**src/sv/wpre_pkg.sv**
```systemverilog
// ----------------------------------------------------------------------------
// wpre_pkg: shared types and constants of the widest-path route engine
// Holds sizes, action codes, controller states and the command/status structs.
// ----------------------------------------------------------------------------
`default_nettype none
package wpre_pkg;

  localparam int MaxNodes  = 16;
  localparam int NodeBits  = 4;
  localparam int CountBits = 5;
  localparam int WidthBits = 16;
  localparam int CellBits  = 2 * NodeBits;

  localparam logic [CountBits-1:0] NodeCountReset = 5'd16;
  localparam logic [WidthBits-1:0] SelfWidthReset = 16'hFFFF;

  localparam logic [0:0] RegNodeCount = 1'd0;
  localparam logic [0:0] RegSelfWidth = 1'd1;

  typedef enum logic [2:0] {
    ACT_SET_EDGE  = 3'd0,
    ACT_SET_LINK  = 3'd1,
    ACT_NODE_DOWN = 3'd2,
    ACT_NODE_UP   = 3'd3,
    ACT_COMPUTE   = 3'd4
  } action_t;

  typedef enum logic [3:0] {
    ST_CLEAR,
    ST_IDLE,
    ST_WRITE_AB,
    ST_WRITE_BA,
    ST_DOWN,
    ST_UP,
    ST_INIT,
    ST_SELECT,
    ST_SEL_DONE,
    ST_RELAX,
    ST_WALK_START,
    ST_WALK,
    ST_EMIT
  } state_t;

  // Commands from the controller to the datapath.
  typedef struct packed {
    logic clear_step;  // zero one edge memory entry
    logic rd_sel_row;  // edge read row is the selected node, else the source
    logic load;        // capture the accepted beat
    logic wr_ab;       // write edge or link at (a,b)
    logic wr_ba;       // write edge or link at (b,a)
    logic down_step;   // clear links a<->i, i = counter
    logic up_step;     // activate row counter among alive nodes
    logic init_step;   // init entry counter from the source row
    logic sel_clear;   // start a selection scan
    logic sel_step;    // examine node counter for selection
    logic sel_commit;  // mark selected node visited
    logic relax_step;  // relax node counter from the selected node
    logic walk_start;  // start a predecessor walk for destination counter
    logic walk_step;   // one walk step
    logic emit;        // present the result for destination counter
  } cmd_t;

  // Status from the datapath to the controller.
  typedef struct packed {
    action_t            action;
    logic               a_ok;
    logic               b_ok;
    logic               walk_done;
    logic               clear_last;
    logic [CountBits-1:0] n;
  } stat_t;

endpackage
`default_nettype wire

```
**src/sv/wpre_ctrl.sv**
```systemverilog
// ----------------------------------------------------------------------------
// wpre_ctrl: sequencer of the widest-path route engine
// Steps the datapath through updates, Dijkstra rounds, walks and result beats.
// ----------------------------------------------------------------------------
`default_nettype none
module wpre_ctrl (
  input  wire logic                          clk,
  input  wire logic                          rst,
  input  wire logic                          in_valid,
  output logic                               in_stall,
  input  wire logic                          out_stall,
  output logic                               out_valid,
  input  wire wpre_pkg::stat_t               stat,
  output wpre_pkg::cmd_t                     cmd,
  output logic [wpre_pkg::NodeBits-1:0]      idx,
  output logic [wpre_pkg::NodeBits-1:0]      rd_idx
);

  localparam int NB = wpre_pkg::NodeBits;
  localparam int CB = wpre_pkg::CountBits;

  wpre_pkg::state_t state, state_next;
  logic [NB-1:0] idx_next;
  logic [CB-1:0] round, round_next;
  logic          ov_next;
  logic          last_idx;

  always_ff @(posedge clk) begin
    if (rst) begin
      state     <= wpre_pkg::ST_CLEAR;
      idx       <= '0;
      round     <= '0;
      out_valid <= 1'b0;
    end else begin
      state     <= state_next;
      idx       <= idx_next;
      round     <= round_next;
      out_valid <= ov_next;
    end
  end

  assign last_idx = ({1'b0, idx} + 1'b1) >= stat.n;

  // The edge memory read is addressed with the column of the next cycle.
  assign rd_idx = idx_next;

  always_comb begin
    state_next = state;
    idx_next   = idx;
    round_next = round;
    ov_next    = out_valid && out_stall;
    cmd        = '0;
    in_stall   = 1'b1;
    case (state)
      wpre_pkg::ST_CLEAR: begin
        cmd.clear_step = 1'b1;
        if (stat.clear_last) state_next = wpre_pkg::ST_IDLE;
      end
      wpre_pkg::ST_IDLE: begin
        in_stall = 1'b0;
        if (in_valid) begin
          cmd.load   = 1'b1;
          state_next = wpre_pkg::ST_WRITE_AB;
        end
      end
      wpre_pkg::ST_WRITE_AB: begin
        // Dispatch once the beat's fields are in the datapath.
        idx_next   = '0;
        state_next = wpre_pkg::ST_IDLE;
        if (stat.a_ok) begin
          case (stat.action)
            wpre_pkg::ACT_SET_EDGE, wpre_pkg::ACT_SET_LINK: begin
              if (stat.b_ok) begin
                cmd.wr_ab  = 1'b1;
                state_next = wpre_pkg::ST_WRITE_BA;
              end
            end
            wpre_pkg::ACT_NODE_DOWN: state_next = wpre_pkg::ST_DOWN;
            wpre_pkg::ACT_NODE_UP:   state_next = wpre_pkg::ST_UP;
            wpre_pkg::ACT_COMPUTE:   state_next = wpre_pkg::ST_INIT;
            default:                 state_next = wpre_pkg::ST_IDLE;
          endcase
        end
      end
      wpre_pkg::ST_WRITE_BA: begin
        cmd.wr_ba  = (stat.action == wpre_pkg::ACT_SET_EDGE);
        state_next = wpre_pkg::ST_IDLE;
      end
      wpre_pkg::ST_DOWN: begin
        cmd.down_step = 1'b1;
        idx_next      = idx + 1'b1;
        if (last_idx) state_next = wpre_pkg::ST_IDLE;
      end
      wpre_pkg::ST_UP: begin
        cmd.up_step = 1'b1;
        idx_next    = idx + 1'b1;
        if (last_idx) state_next = wpre_pkg::ST_IDLE;
      end
      wpre_pkg::ST_INIT: begin
        cmd.init_step = 1'b1;
        idx_next      = idx + 1'b1;
        round_next    = 5'd1;
        if (last_idx) begin
          idx_next   = '0;
          state_next = (round_next < stat.n) ? wpre_pkg::ST_SELECT
                                             : wpre_pkg::ST_WALK_START;
          cmd.sel_clear = 1'b1;
        end
      end
      wpre_pkg::ST_SELECT: begin
        cmd.sel_step = 1'b1;
        idx_next     = idx + 1'b1;
        if (last_idx) begin
          idx_next   = '0;
          state_next = wpre_pkg::ST_SEL_DONE;
        end
      end
      wpre_pkg::ST_SEL_DONE: begin
        cmd.sel_commit = 1'b1;
        cmd.rd_sel_row = 1'b1;
        state_next     = wpre_pkg::ST_RELAX;
      end
      wpre_pkg::ST_RELAX: begin
        cmd.relax_step = 1'b1;
        cmd.rd_sel_row = 1'b1;
        idx_next       = idx + 1'b1;
        if (last_idx) begin
          idx_next   = '0;
          round_next = round + 1'b1;
          cmd.sel_clear = 1'b1;
          state_next = (round_next < stat.n) ? wpre_pkg::ST_SELECT
                                             : wpre_pkg::ST_WALK_START;
        end
      end
      wpre_pkg::ST_WALK_START: begin
        cmd.walk_start = 1'b1;
        state_next     = wpre_pkg::ST_WALK;
      end
      wpre_pkg::ST_WALK: begin
        if (stat.walk_done) begin
          state_next = wpre_pkg::ST_EMIT;
        end else begin
          cmd.walk_step = 1'b1;
        end
      end
      wpre_pkg::ST_EMIT: begin
        if (!out_valid || !out_stall) begin
          cmd.emit = 1'b1;
          ov_next  = 1'b1;
          idx_next = idx + 1'b1;
          state_next = last_idx ? wpre_pkg::ST_IDLE : wpre_pkg::ST_WALK_START;
        end
      end
      default: state_next = wpre_pkg::ST_IDLE;
    endcase
  end

endmodule
`default_nettype wire

```
**config.mk**
```make
export PLATFORM = sky130hd
export DESIGN_NAME = wpre_ctrl
export DESIGN_NICKNAME = d
export VERILOG_FILES = /design/src/sv/wpre_pkg.sv /design/src/sv/wpre_ctrl.sv
export SDC_FILE = /design/constraint.sdc
export NUM_CORES = 1
export LEC_CHECK = 0
export BUFFER_PORTS_ARGS = -buffer_cell sky130_fd_sc_hd__buf_2
export CORE_AREA = 2 2 61 63
export CTS_BUF_LIST = sky130_fd_sc_hd__clkbuf_2 sky130_fd_sc_hd__clkbuf_4 sky130_fd_sc_hd__clkbuf_8
export DETAILED_ROUTE_END_ITERATION = 12
export DIE_AREA = 0 0 63 65
export HOLD_SLACK_MARGIN = 0.06
export SLEW_MARGIN = 10
export SYNTH_ARGS = -nofsm -noshare
export SYNTH_HDL_FRONTEND = slang
export SYNTH_SLANG_ARGS = --single-unit
```
**constraint.sdc**
```tcl
create_clock -name clk -period 3.8 [get_ports clk]
set_input_delay 0.76 -clock clk [delete_from_list [all_inputs] [get_ports clk]]
set_output_delay 0.76 -clock clk [all_outputs]
set_load 0.01 [all_outputs]
```
==> run_summary.xml, run 1 <==
<?xml version="1.0" encoding="UTF-8"?>
<metrics>
  <group name="timing">
    <metric name="min_tclk_post_route" unit="ns">3.51</metric>
    <metric name="count_of_final_max_slew_check_failures" unit="">0</metric>
    <metric name="minimum_hold_slack" unit="ns">0.524</metric>
    <metric name="timing_limited_maximum_frequency" unit="MHz">285</metric>
    <metric name="fin_tns_setup" unit="ns">0</metric>
    <metric name="worst_clock_skew" unit="ns">0.00255</metric>
    <metric name="post-route-period-util" unit="%">92.3</metric>
    <metric name="final_count_of_negative_setup_slack_endpoints" unit="">0</metric>
    <metric name="rsz0062_at_grt" unit="">no</metric>
    <metric name="worstMarginPinSlew" unit="ns">0.629</metric>
    <metric name="relSlewSlack" unit="%">57.6</metric>
    <metric name="timing.final.hold_violations" unit="">0</metric>
  </group>
  <group name="synth">
    <metric name="netlist_instances" unit="">183</metric>
    <metric name="netlist-cell-type-count" unit="">53</metric>
    <metric name="synth.mux.area_fraction" unit="%">2.30</metric>
    <metric name="synth.avg_cell_area" unit="µm²">7.44</metric>
    <metric name="synth_edf_count" unit="">0</metric>
    <metric name="post_synthesis_cell_area" unit="mm²">0.00136</metric>
    <metric name="synth-compound-area-share" unit="%">29.1</metric>
    <metric name="synth_sequential_area_ratio" unit="%">20.6</metric>
    <metric name="synthXorXnorAreaFrac" unit="%">2.57</metric>
    <metric name="synth-simple-area-share" unit="%">28.8</metric>
    <metric name="area_share_of_fa_ha_maj_cells_after_synthesis" unit="%">10.1</metric>
    <metric name="async_flop_share" unit="%">0</metric>
    <metric name="net_count_after_synthesis" unit="">210</metric>
    <metric name="prevailing_post_synth_register_cell" unit="">dfxtp_1</metric>
    <metric name="yosys_warning_count" unit="">0</metric>
    <metric name="yosys_register_bits" unit="">14</metric>
    <metric name="dominant_combinational_cell_family_by_area_after_synthesis" unit="">compound AO/OA/AOI/OAI gates</metric>
  </group>
  <group name="clock_network">
    <metric name="htree_num_levels" unit="">1</metric>
    <metric name="tritoncts.num_buffers" unit="">3</metric>
    <metric name="postCtsResizedCells" unit="">0</metric>
    <metric name="post-cts-setup-buffer-count" unit="">0</metric>
    <metric name="worst_setup_hold_path_clk_slew" unit="ns">0.09</metric>
    <metric name="clock_tree.root_cell" unit="">clkbuf_4</metric>
    <metric name="cts_num_sinks" unit="">14</metric>
    <metric name="tritoncts" unit="">built</metric>
    <metric name="clk-insertion-delay-late" unit="ns">0.28</metric>
    <metric name="cts_hold_repair.buffers" unit="">0</metric>
    <metric name="clk_path_buf_depth" unit="">2</metric>
  </group>
  <group name="floorplanning">
    <metric name="area_of_the_die" unit="mm²">0.00410</metric>
    <metric name="floorplan.die.height" unit="µm">65</metric>
    <metric name="fp-row-count" unit="">22</metric>
    <metric name="start_util" unit="%">38.9</metric>
    <metric name="fp.coreArea" unit="mm²">0.00350</metric>
    <metric name="floorplan.die.width" unit="µm">63</metric>
    <metric name="boundaryPins" unit="">41</metric>
  </group>
  <group name="critical_path">
    <metric name="path_cells" unit="">ha_1, nor2b_1, or2_2, ha_1, nand2_1, o21ai_0, a21oi_1, o21ai_0, nand2_1, buf_2</metric>
    <metric name="critPathCaptureType" unit="">output port</metric>
    <metric name="worstSetupStartpointType" unit="">flop</metric>
    <metric name="cp.required" unit="ns">3.04</metric>
    <metric name="worst_r2r_path_depth" unit="">10</metric>
    <metric name="cp.buffers_inverters" unit="">1</metric>
    <metric name="crit_path_top_delay_cell" unit="">o21ai_0</metric>
    <metric name="critPathKind" unit="">reg2out</metric>
    <metric name="critical-path-top-delay-family" unit="">compound AO/OA/AOI/OAI gates</metric>
    <metric name="critical_path_cell_count" unit="">10</metric>
    <metric name="critical_path_arrival" unit="ns">2.75</metric>
    <metric name="timing.critical_path.fanout_max" unit="">6</metric>
    <metric name="critPathMaxStageDelay" unit="ns">0.38</metric>
  </group>
  <group name="drt">
    <metric name="detail_route.iter0.violations" unit="">67</metric>
    <metric name="via_per_instance_ratio" unit="">5.41</metric>
    <metric name="ant_nets" unit="">0</metric>
    <metric name="drc" unit="">0</metric>
    <metric name="detailedRoute.firstPassIterationCount" unit="">4</metric>
    <metric name="detail_route.wirelength" unit="µm">3670</metric>
    <metric name="detailroute.via_count" unit="">1455</metric>
    <metric name="wl_per_cell" unit="µm">13.7</metric>
  </group>
  <group name="finish">
    <metric name="n_antenna_cell" unit="">0</metric>
    <metric name="filler_cell_count" unit="">379</metric>
    <metric name="nNetsFinal" unit="">249</metric>
    <metric name="layout-drive-gt1-share" unit="%">25.3</metric>
    <metric name="area_delta_synth_final" unit="%">20.0</metric>
    <metric name="finalCoreUtilization" unit="%">46.7</metric>
  </group>
  <group name="pwr">
    <metric name="power.static_leakage" unit="µW">0.000782</metric>
    <metric name="power_per_cell_area" unit="mW/mm²">464</metric>
    <metric name="vdd.ir_drop.worst" unit="mV">0.212</metric>
  </group>
  <group name="global_route">
    <metric name="grt_first_pass_wirelength" unit="µm">6270</metric>
    <metric name="pin_count_of_the_biggest_net_entering_global_routing" unit="">18</metric>
    <metric name="grt_antenna_before_repair" unit="">0</metric>
    <metric name="first_global_vias" unit="">1336</metric>
    <metric name="grt_remaining_overflow" unit="">0</metric>
    <metric name="grtUsageTotal" unit="%">19.1</metric>
  </group>
  <group name="placement">
    <metric name="hpwlAfterDp" unit="µm">2850</metric>
    <metric name="place_congestion" unit="">0.761</metric>
    <metric name="buffer_ports.inserted" unit="">40</metric>
  </group>
  <group name="job">
    <metric name="timing.max_cap.violations" unit="">0</metric>
  </group>
  <group name="min_path">
    <metric name="holdCritPathClass" unit="">reg2reg</metric>
    <metric name="holdPathStages" unit="">2</metric>
  </group>
  <group name="run_status">
    <metric name="run_status" unit="">completed</metric>
  </group>
</metrics>
[stage by stage]
stage | setup slack, ns | instances | cell area, µm² | power (µW)
CTS | 0.301 | 269 | 1630 | 759
global placement | 0.735 | 265 | 1600 | 654
global route | 0.0337 | 269 | 1630 | 829
floorplan | 0.944 | 183 | 1360 | 534
detailed placement | 0.628 | 265 | 1600 | 648
finish | 0.294 | 269 | 1630 | 758
[layout make-up]
type / instances / area, µm² / area share [%]
clock buffer: 4 / 36.3 / 2.22
sequential: 14 / 280 / 17.2
timing repair buffer: 43 / 223 / 13.6
multi-input combinational: 150 / 992 / 60.7
tap: 48 / 60.1 / 3.68
inverter: 10 / 42.5 / 2.60
[tightest hold or removal path, delay by kind of cell, from the launching register on]
kind	cells	cell delay, ns
AO/OA/AOI/OAI	2	0.15
flip-flops	1	0.33
[final timing paths]
check / start / endpoint / slack, ns
setup / recovery: idx[0] / rd_idx[3] / 0.29
hold / removal: round[4] / round[4] / 0.52
setup reg to reg: idx[0] / round[2] / 1.12
hold reg to reg: round[4] / round[4] / 0.52
[placed cells by master, fill, tap and decap left out, types with 6 or more instances in the layout]
master   instances
inv_1            8
ha_1            11
nor2_1          10
buf_2           40
o21ai_0          6
dfxtp_1         14
nor3_1           7
a21oi_1         22
nand2_1         20
nand3_1          7
[kinds of logic after synthesis]
logic type,Yosys count
buf+inv,19
flops,14
simple gates,72
xor+xnor,4
mux,3
fa+ha+maj,11
compound gates,60
[cell usage after synthesis, drive strengths merged, types with 4 or more instances]
library cell / instances / share of area, %
o21ai: 6 / 2.2
nand2: 20 / 5.5
inv: 9 / 2.5
nand3: 8 / 3.9
and3: 5 / 2.3
dfxtp: 14 / 21
buf: 6 / 2.6
nand2b: 4 / 1.8
nor2: 11 / 3.6
nor3: 8 / 3.3
o211ai: 5 / 2.8
ha: 11 / 10
a21oi: 22 / 8.1
nor2b: 5 / 2.3
[registers in the layout, indices dropped and copies added, names as in the netlist]
name	count
out_valid	1
state	4
round	5
idx	4
[report_power, final]
group | internal (µW) | switching (µW) | leakage [µW]
Sequential | 168 | 59.7 | 0.000114
Clock | 58.3 | 53.8 | 0.0000210
Combinational | 177 | 241 | 0.000647
[layer usage]
| metal | GRT usage (%) | vias up | part of all wire, % |
|---|---|---|---|
| met2 | 30.1 | 51 | 44 |
| li1 | - | 761 | - |
| met5 | 0 | - | 0 |
| met3 | 4.69 | 2 | 5.6 |
| met1 | 25.7 | 641 | 50 |
| met4 | 5.83 | 0 | 0.54 |
Note: power is estimated with default switching activity, not from simulation.
==> inputs of run 2 (changes only) <==
REMOVE_ABC_BUFFERS = 1   (was default)
==> run 2 against run 1 <==
Net effect:
- die area unchanged
- combinational power about the same
- final cell count is the same
- critical path type unchanged
==> run_summary.xml, run 2 (synthesized netlist as in run 1, its figures left out) <==
<?xml version="1.0" encoding="UTF-8"?>
<metrics>
  <group name="run_status">
    <metric name="run_status" unit="">completed</metric>
  </group>
  <group name="timing">
    <metric name="post-route-period-util" unit="%">91.5</metric>
    <metric name="count_of_final_max_slew_check_failures" unit="">0</metric>
    <metric name="timing_limited_maximum_frequency" unit="MHz">288</metric>
    <metric name="worstMarginPinSlew" unit="ns">0.736</metric>
    <metric name="setup_slack" unit="ns">0.323</metric>
    <metric name="worst_clock_skew" unit="ns">0.00310</metric>
    <metric name="rsz0062_at_grt" unit="">no</metric>
    <metric name="min_tclk_post_route" unit="ns">3.48</metric>
    <metric name="relSlewSlack" unit="%">50.4</metric>
    <metric name="fin_tns_setup" unit="ns">0</metric>
    <metric name="final_count_of_negative_setup_slack_endpoints" unit="">0</metric>
    <metric name="timing.final.hold_violations" unit="">0</metric>
  </group>
  <group name="global_route">
    <metric name="grt_antenna_before_repair" unit="">0</metric>
    <metric name="grt_first_pass_wirelength" unit="µm">6210</metric>
    <metric name="grtUsageTotal" unit="%">18.5</metric>
    <metric name="first_global_vias" unit="">1371</metric>
    <metric name="pin_count_of_the_biggest_net_entering_global_routing" unit="">18</metric>
    <metric name="grt_remaining_overflow" unit="">0</metric>
  </group>
  <group name="critical_path">
    <metric name="critPathKind" unit="">reg2out</metric>
    <metric name="critPathCaptureType" unit="">output port</metric>
    <metric name="cp.required" unit="ns">3.04</metric>
    <metric name="critical_path_arrival" unit="ns">2.72</metric>
    <metric name="crit_path_top_delay_cell" unit="">dfxtp_1</metric>
    <metric name="worstSetupStartpointType" unit="">flop</metric>
    <metric name="critPathMaxStageDelay" unit="ns">0.37</metric>
    <metric name="path_cells" unit="">ha_1, nor2b_1, or2_2, ha_1, nand2_1, o21ai_0, a21oi_1, o21ai_0, nand2_1, buf_2</metric>
    <metric name="timing.critical_path.fanout_max" unit="">6</metric>
  </group>
  <group name="clock_network">
    <metric name="tritoncts" unit="">built</metric>
    <metric name="clk-insertion-delay-late" unit="ns">0.28</metric>
    <metric name="tritoncts.num_buffers" unit="">3</metric>
    <metric name="cts_num_sinks" unit="">14</metric>
    <metric name="cts_hold_repair.buffers" unit="">0</metric>
    <metric name="clk_path_buf_depth" unit="">2</metric>
    <metric name="htree_num_levels" unit="">1</metric>
    <metric name="clock_tree.root_cell" unit="">clkbuf_4</metric>
    <metric name="post-cts-setup-buffer-count" unit="">0</metric>
    <metric name="worst_setup_hold_path_clk_slew" unit="ns">0.09</metric>
    <metric name="postCtsResizedCells" unit="">0</metric>
  </group>
  <group name="floorplanning">
    <metric name="floorplan.die.height" unit="µm">65</metric>
    <metric name="floorplan.die.width" unit="µm">63</metric>
    <metric name="fp-row-count" unit="">22</metric>
    <metric name="start_util" unit="%">38.9</metric>
    <metric name="boundaryPins" unit="">41</metric>
    <metric name="fp.coreArea" unit="mm²">0.00350</metric>
    <metric name="area_of_the_die" unit="mm²">0.00410</metric>
  </group>
  <group name="placement">
    <metric name="place_congestion" unit="">0.780</metric>
    <metric name="buffer_ports.inserted" unit="">40</metric>
    <metric name="post-place-cells" unit="">265</metric>
    <metric name="place_ws" unit="ns">0.652</metric>
    <metric name="hpwlAfterDp" unit="µm">2860</metric>
  </group>
  <group name="drt">
    <metric name="ant_nets" unit="">0</metric>
    <metric name="detail_route.iter0.violations" unit="">49</metric>
    <metric name="detailedRoute.firstPassIterationCount" unit="">4</metric>
    <metric name="detail_route.wirelength" unit="µm">3610</metric>
    <metric name="via_per_instance_ratio" unit="">5.31</metric>
    <metric name="drc" unit="">0</metric>
    <metric name="wl_per_cell" unit="µm">13.4</metric>
    <metric name="detailroute.via_count" unit="">1428</metric>
  </group>
  <group name="finish">
    <metric name="largest_reg_flops" unit="">5</metric>
    <metric name="top_regs" unit="">round x5, idx x4, state x4</metric>
    <metric name="layout-drive-gt1-share" unit="%">25.3</metric>
    <metric name="nNetsFinal" unit="">249</metric>
    <metric name="most_flop_heavy_register" unit="">round</metric>
    <metric name="finish.cell_count_without_fillers" unit="">269</metric>
    <metric name="finalCoreUtilization" unit="%">46.7</metric>
    <metric name="commonest_cells_after_routing_fill_and_taps_aside" unit="">buf_2 (40), a21oi_1 (22), nand2_1 (20)</metric>
    <metric name="area_delta_synth_final" unit="%">20.0</metric>
    <metric name="final_common_cell" unit="">buf_2</metric>
    <metric name="n_antenna_cell" unit="">0</metric>
  </group>
  <group name="pwr">
    <metric name="switching_share" unit="%">46.4</metric>
    <metric name="switching_power" unit="µW">350</metric>
    <metric name="power_per_cell_area" unit="mW/mm²">461</metric>
    <metric name="intPower" unit="µW">404</metric>
    <metric name="sequential_share_of_power" unit="%">30.1</metric>
    <metric name="vdd.ir_drop.worst" unit="mV">0.190</metric>
    <metric name="clkPwrFrac" unit="%">14.6</metric>
    <metric name="power.static_leakage" unit="µW">0.000782</metric>
    <metric name="pwr-share-comb" unit="%">55.4</metric>
  </group>
  <group name="job">
    <metric name="timing.max_cap.violations" unit="">0</metric>
  </group>
  <group name="min_path">
    <metric name="holdCritPathClass" unit="">reg2reg</metric>
  </group>
</metrics>
run 2: through the flow:
step / total power (µW) / instance area (µm²) / hold slack [ns]
2_1_floorplan: 505 / 1320 / 0.475
3_3_place_gp: 651 / 1600 / 0.496
3_5_place_dp: 649 / 1600 / 0.504
4_1_cts: 762 / 1630 / 0.518
5_1_grt: 822 / 1630 / 0.559
6_report: 754 / 1630 / 0.511
run 2: power groups by stage:
stage               registers [µW]  clock network [µW]  logic (µW)
floorplan                      232                   0         273
CTS                            226                 115         421
global route                   231                 121         470
global placement               229                   0         422
finish                         227                 110         417
detailed placement             230                   0         419
run 2: area by class of cell:
cell class	instances	area [µm²]
fillers	381	1860
clock buffers	4	36.3
inverters	10	42.5
repair buffers	43	223
flip-flops and latches	14	280
multi-input cells	150	992
well taps	48	60.1
run 2: final timing paths:
check | start | end | slack [ns] | cells past startpoint
worst min-delay path | round[4] | round[4] | 0.51 | 2
worst max-delay path | idx[0] | rd_idx[1] | 0.32 | 10
worst min register to register | round[4] | round[4] | 0.51 | 2
worst max register to register | idx[0] | round[0] | 1.13 | 9
run 2: critical path: cells and delay by family (launching register included):
family,cells,cell delay (ns)
AOI/OAI and AO/OA,3,0.85
and+or+nand+nor,4,0.55
adders and majority gates,2,0.52
DFF,1,0.37
buffers and inverters,1,0.14
run 2: layer usage:
metal	track usage (%)	vias to the layer above	part of all wire, %
li1	-	759	-
met5	0	-	0
met3	1.04	9	3.4
met4	8.61	0	2.4
met1	26.5	623	52
met2	28.3	37	42
==> inputs of run 3 (changes only) <==
CORE_AREA = 2 2 47 82   (was 2 2 61 63)
DIE_AREA = 0 0 49 84   (was 0 0 63 65)
RECOVER_POWER = 100   (was default)
==> run 3 against run 2 <==
Net effect:
- routed wire length rose by 5.2%
- utilization is 1.3 points lower
- register-to-register slack hardly changed
- non-clock buffer count stayed put
- sequential share of layout area increased by 0.38 points
- power up 3.3%
- critical endpoint is now rd_idx[3]
- highest routed layer unchanged
==> run_summary.xml, run 3 (synthesized netlist as in run 1, its figures left out) <==
<?xml version="1.0" encoding="UTF-8"?>
<metrics>
  <group name="critical_path">
    <metric name="critPathCaptureType" unit="">output port</metric>
    <metric name="crit_path_top_delay_cell" unit="">dfxtp_1</metric>
    <metric name="worstSetupStartpointType" unit="">flop</metric>
    <metric name="path_cells" unit="">ha_1, nor2b_1, or2_2, ha_1, a21oi_1, o21ai_0, a21oi_1, o21ai_0, nand2_1, clkbuf_1</metric>
    <metric name="cp.required" unit="ns">3.04</metric>
    <metric name="critical_path_arrival" unit="ns">2.66</metric>
    <metric name="critPathMaxStageDelay" unit="ns">0.36</metric>
    <metric name="cp.buffers_inverters" unit="">1</metric>
    <metric name="critical-path-top-delay-family" unit="">compound AO/OA/AOI/OAI gates</metric>
    <metric name="r2r_slack" unit="ns">1.14</metric>
    <metric name="critPathKind" unit="">reg2out</metric>
    <metric name="timing.critical_path.fanout_max" unit="">6</metric>
  </group>
  <group name="finish">
    <metric name="top_regs" unit="">round x5, idx x4, state x4</metric>
    <metric name="area_delta_synth_final" unit="%">17.5</metric>
    <metric name="layout-drive-gt1-share" unit="%">12.7</metric>
    <metric name="commonest_cells_after_routing_fill_and_taps_aside" unit="">clkbuf_1 (25), a21oi_1 (22), nand2_1 (20)</metric>
    <metric name="finalCoreUtilization" unit="%">45.4</metric>
    <metric name="n_antenna_cell" unit="">0</metric>
    <metric name="nNetsFinal" unit="">249</metric>
    <metric name="largest_reg_flops" unit="">5</metric>
    <metric name="final_cell_area" unit="mm²">0.00160</metric>
    <metric name="final_common_cell" unit="">clkbuf_1</metric>
    <metric name="most_flop_heavy_register" unit="">round</metric>
  </group>
  <group name="pwr">
    <metric name="power_per_cell_area" unit="mW/mm²">487</metric>
    <metric name="switching_share" unit="%">46.7</metric>
    <metric name="switching_power" unit="µW">363</metric>
    <metric name="sequential_share_of_power" unit="%">29.8</metric>
    <metric name="power.static_leakage" unit="µW">0.000682</metric>
    <metric name="pwr-share-comb" unit="%">50.2</metric>
    <metric name="intPower" unit="µW">415</metric>
    <metric name="vdd.ir_drop.worst" unit="mV">0.276</metric>
    <metric name="report.power.total" unit="µW">778</metric>
    <metric name="clkPwrFrac" unit="%">20.0</metric>
  </group>
  <group name="timing">
    <metric name="post-route-period-util" unit="%">90.1</metric>
    <metric name="rsz0062_at_grt" unit="">no</metric>
    <metric name="count_of_final_max_slew_check_failures" unit="">0</metric>
    <metric name="relSlewSlack" unit="%">53.8</metric>
    <metric name="min_tclk_post_route" unit="ns">3.42</metric>
    <metric name="final_count_of_negative_setup_slack_endpoints" unit="">0</metric>
    <metric name="timing_limited_maximum_frequency" unit="MHz">292</metric>
    <metric name="timing.final.hold_violations" unit="">0</metric>
    <metric name="worstMarginPinSlew" unit="ns">0.685</metric>
    <metric name="worst_clock_skew" unit="ns">0.00688</metric>
    <metric name="fin_tns_setup" unit="ns">0</metric>
  </group>
  <group name="min_path">
    <metric name="holdCritPathClass" unit="">reg2reg</metric>
  </group>
  <group name="clock_network">
    <metric name="postCtsResizedCells" unit="">0</metric>
    <metric name="tritoncts" unit="">built</metric>
    <metric name="clk_path_buf_depth" unit="">2</metric>
    <metric name="cts_num_sinks" unit="">14</metric>
    <metric name="clock_tree.root_cell" unit="">clkbuf_8</metric>
    <metric name="htree_num_levels" unit="">1</metric>
    <metric name="post-cts-setup-buffer-count" unit="">0</metric>
    <metric name="tritoncts.num_buffers" unit="">3</metric>
    <metric name="clk-insertion-delay-late" unit="ns">0.26</metric>
    <metric name="cts_hold_repair.buffers" unit="">0</metric>
    <metric name="worst_setup_hold_path_clk_slew" unit="ns">0.07</metric>
  </group>
  <group name="drt">
    <metric name="ant_nets" unit="">0</metric>
    <metric name="drc" unit="">0</metric>
    <metric name="detailroute.via_count" unit="">1483</metric>
    <metric name="detail_route.iter0.violations" unit="">20</metric>
    <metric name="detailedRoute.firstPassIterationCount" unit="">4</metric>
    <metric name="detail_route.wirelength" unit="µm">3800</metric>
    <metric name="wl_per_cell" unit="µm">14.2</metric>
    <metric name="via_per_instance_ratio" unit="">5.55</metric>
  </group>
  <group name="job">
    <metric name="timing.max_cap.violations" unit="">0</metric>
  </group>
  <group name="global_route">
    <metric name="grt_first_pass_wirelength" unit="µm">6230</metric>
    <metric name="grt_antenna_before_repair" unit="">0</metric>
    <metric name="grtUsageTotal" unit="%">19.0</metric>
    <metric name="pin_count_of_the_biggest_net_entering_global_routing" unit="">18</metric>
    <metric name="first_global_vias" unit="">1433</metric>
    <metric name="grt_remaining_overflow" unit="">0</metric>
  </group>
  <group name="placement">
    <metric name="place_congestion" unit="">0.829</metric>
    <metric name="placedInstanceArea" unit="mm²">0.00160</metric>
    <metric name="hpwlAfterDp" unit="µm">3060</metric>
    <metric name="buffer_ports.inserted" unit="">40</metric>
  </group>
  <group name="floorplanning">
    <metric name="floorplan.die.width" unit="µm">49</metric>
    <metric name="start_util" unit="%">38.7</metric>
    <metric name="fp.coreArea" unit="mm²">0.00352</metric>
    <metric name="fp-row-count" unit="">29</metric>
    <metric name="area_of_the_die" unit="mm²">0.00412</metric>
    <metric name="floorplan.die.height" unit="µm">84</metric>
    <metric name="boundaryPins" unit="">41</metric>
  </group>
  <group name="run_status">
    <metric name="run_status" unit="">completed</metric>
  </group>
</metrics>
==> run 3: changes by cell type in the layout (fill, tap and decap cells not counted), moves of 2 or more <==
cell,previous run,this run
buf_2,40,17
buf_4,3,1
clkbuf_1,0,25
clkbuf_4,3,0
clkbuf_8,1,4
==> run 3: final cells by class <==
class | instances | area, µm²
repair buffers | 43 | 186
inverters | 10 | 42.5
well taps | 46 | 57.6
multi-input cells | 150 | 977
flip-flops and latches | 14 | 280
fillers | 399 | 1920
clock buffers | 4 | 55.1
==> run 3: path summary, 6_finish.rpt <==
path,endpoint,startpoint,cells after the start
worst min register to register,round[4],round[4],2
worst min-delay path,round[4],round[4],2
worst max register to register,round[2],idx[0],10
worst max-delay path,rd_idx[3],idx[0],10
==> run 3: per-stage QoR <==
step / instances / setup WS, ns / hold slack [ns]
2_1_floorplan: 174 / 0.944 / 0.475
3_3_place_gp: 263 / 0.763 / 0.499
3_5_place_dp: 263 / 0.686 / 0.503
4_1_cts: 267 / 0.406 / 0.514
5_1_grt: 267 / 0.0987 / 0.546
6_report: 267 / 0.376 / 0.515
==> run 3: power by group through the flow <==
| stage | registers [µW] | logic (µW) | clock network (µW) |
|---|---|---|---|
| finish | 232 | 391 | 155 |
| global route | 239 | 438 | 163 |
| CTS | 234 | 419 | 157 |
| detailed placement | 237 | 418 | 0 |
| global placement | 237 | 422 | 0 |
| floorplan | 232 | 273 | 0 |
==> run 3: worst reg2reg max path, cell delays in order, from the launching register on <==
cell and delay, ns:
dfxtp_1 0.36, ha_1 0.23, nor2b_1 0.14, or2_2 0.28, ha_1 0.29, nand2_1 0.06
o21ai_0 0.34, a21oi_1 0.15, clkbuf_1 0.20, a2111oi_0 0.40, a31o_2 0.16
==> run 3: layer usage <==
metal	global-route usage, %	share of wire, %
met1	20.2	40
met2	35.5	54
met3	1.61	2.9
met4	10.1	3.2
met5	0	0
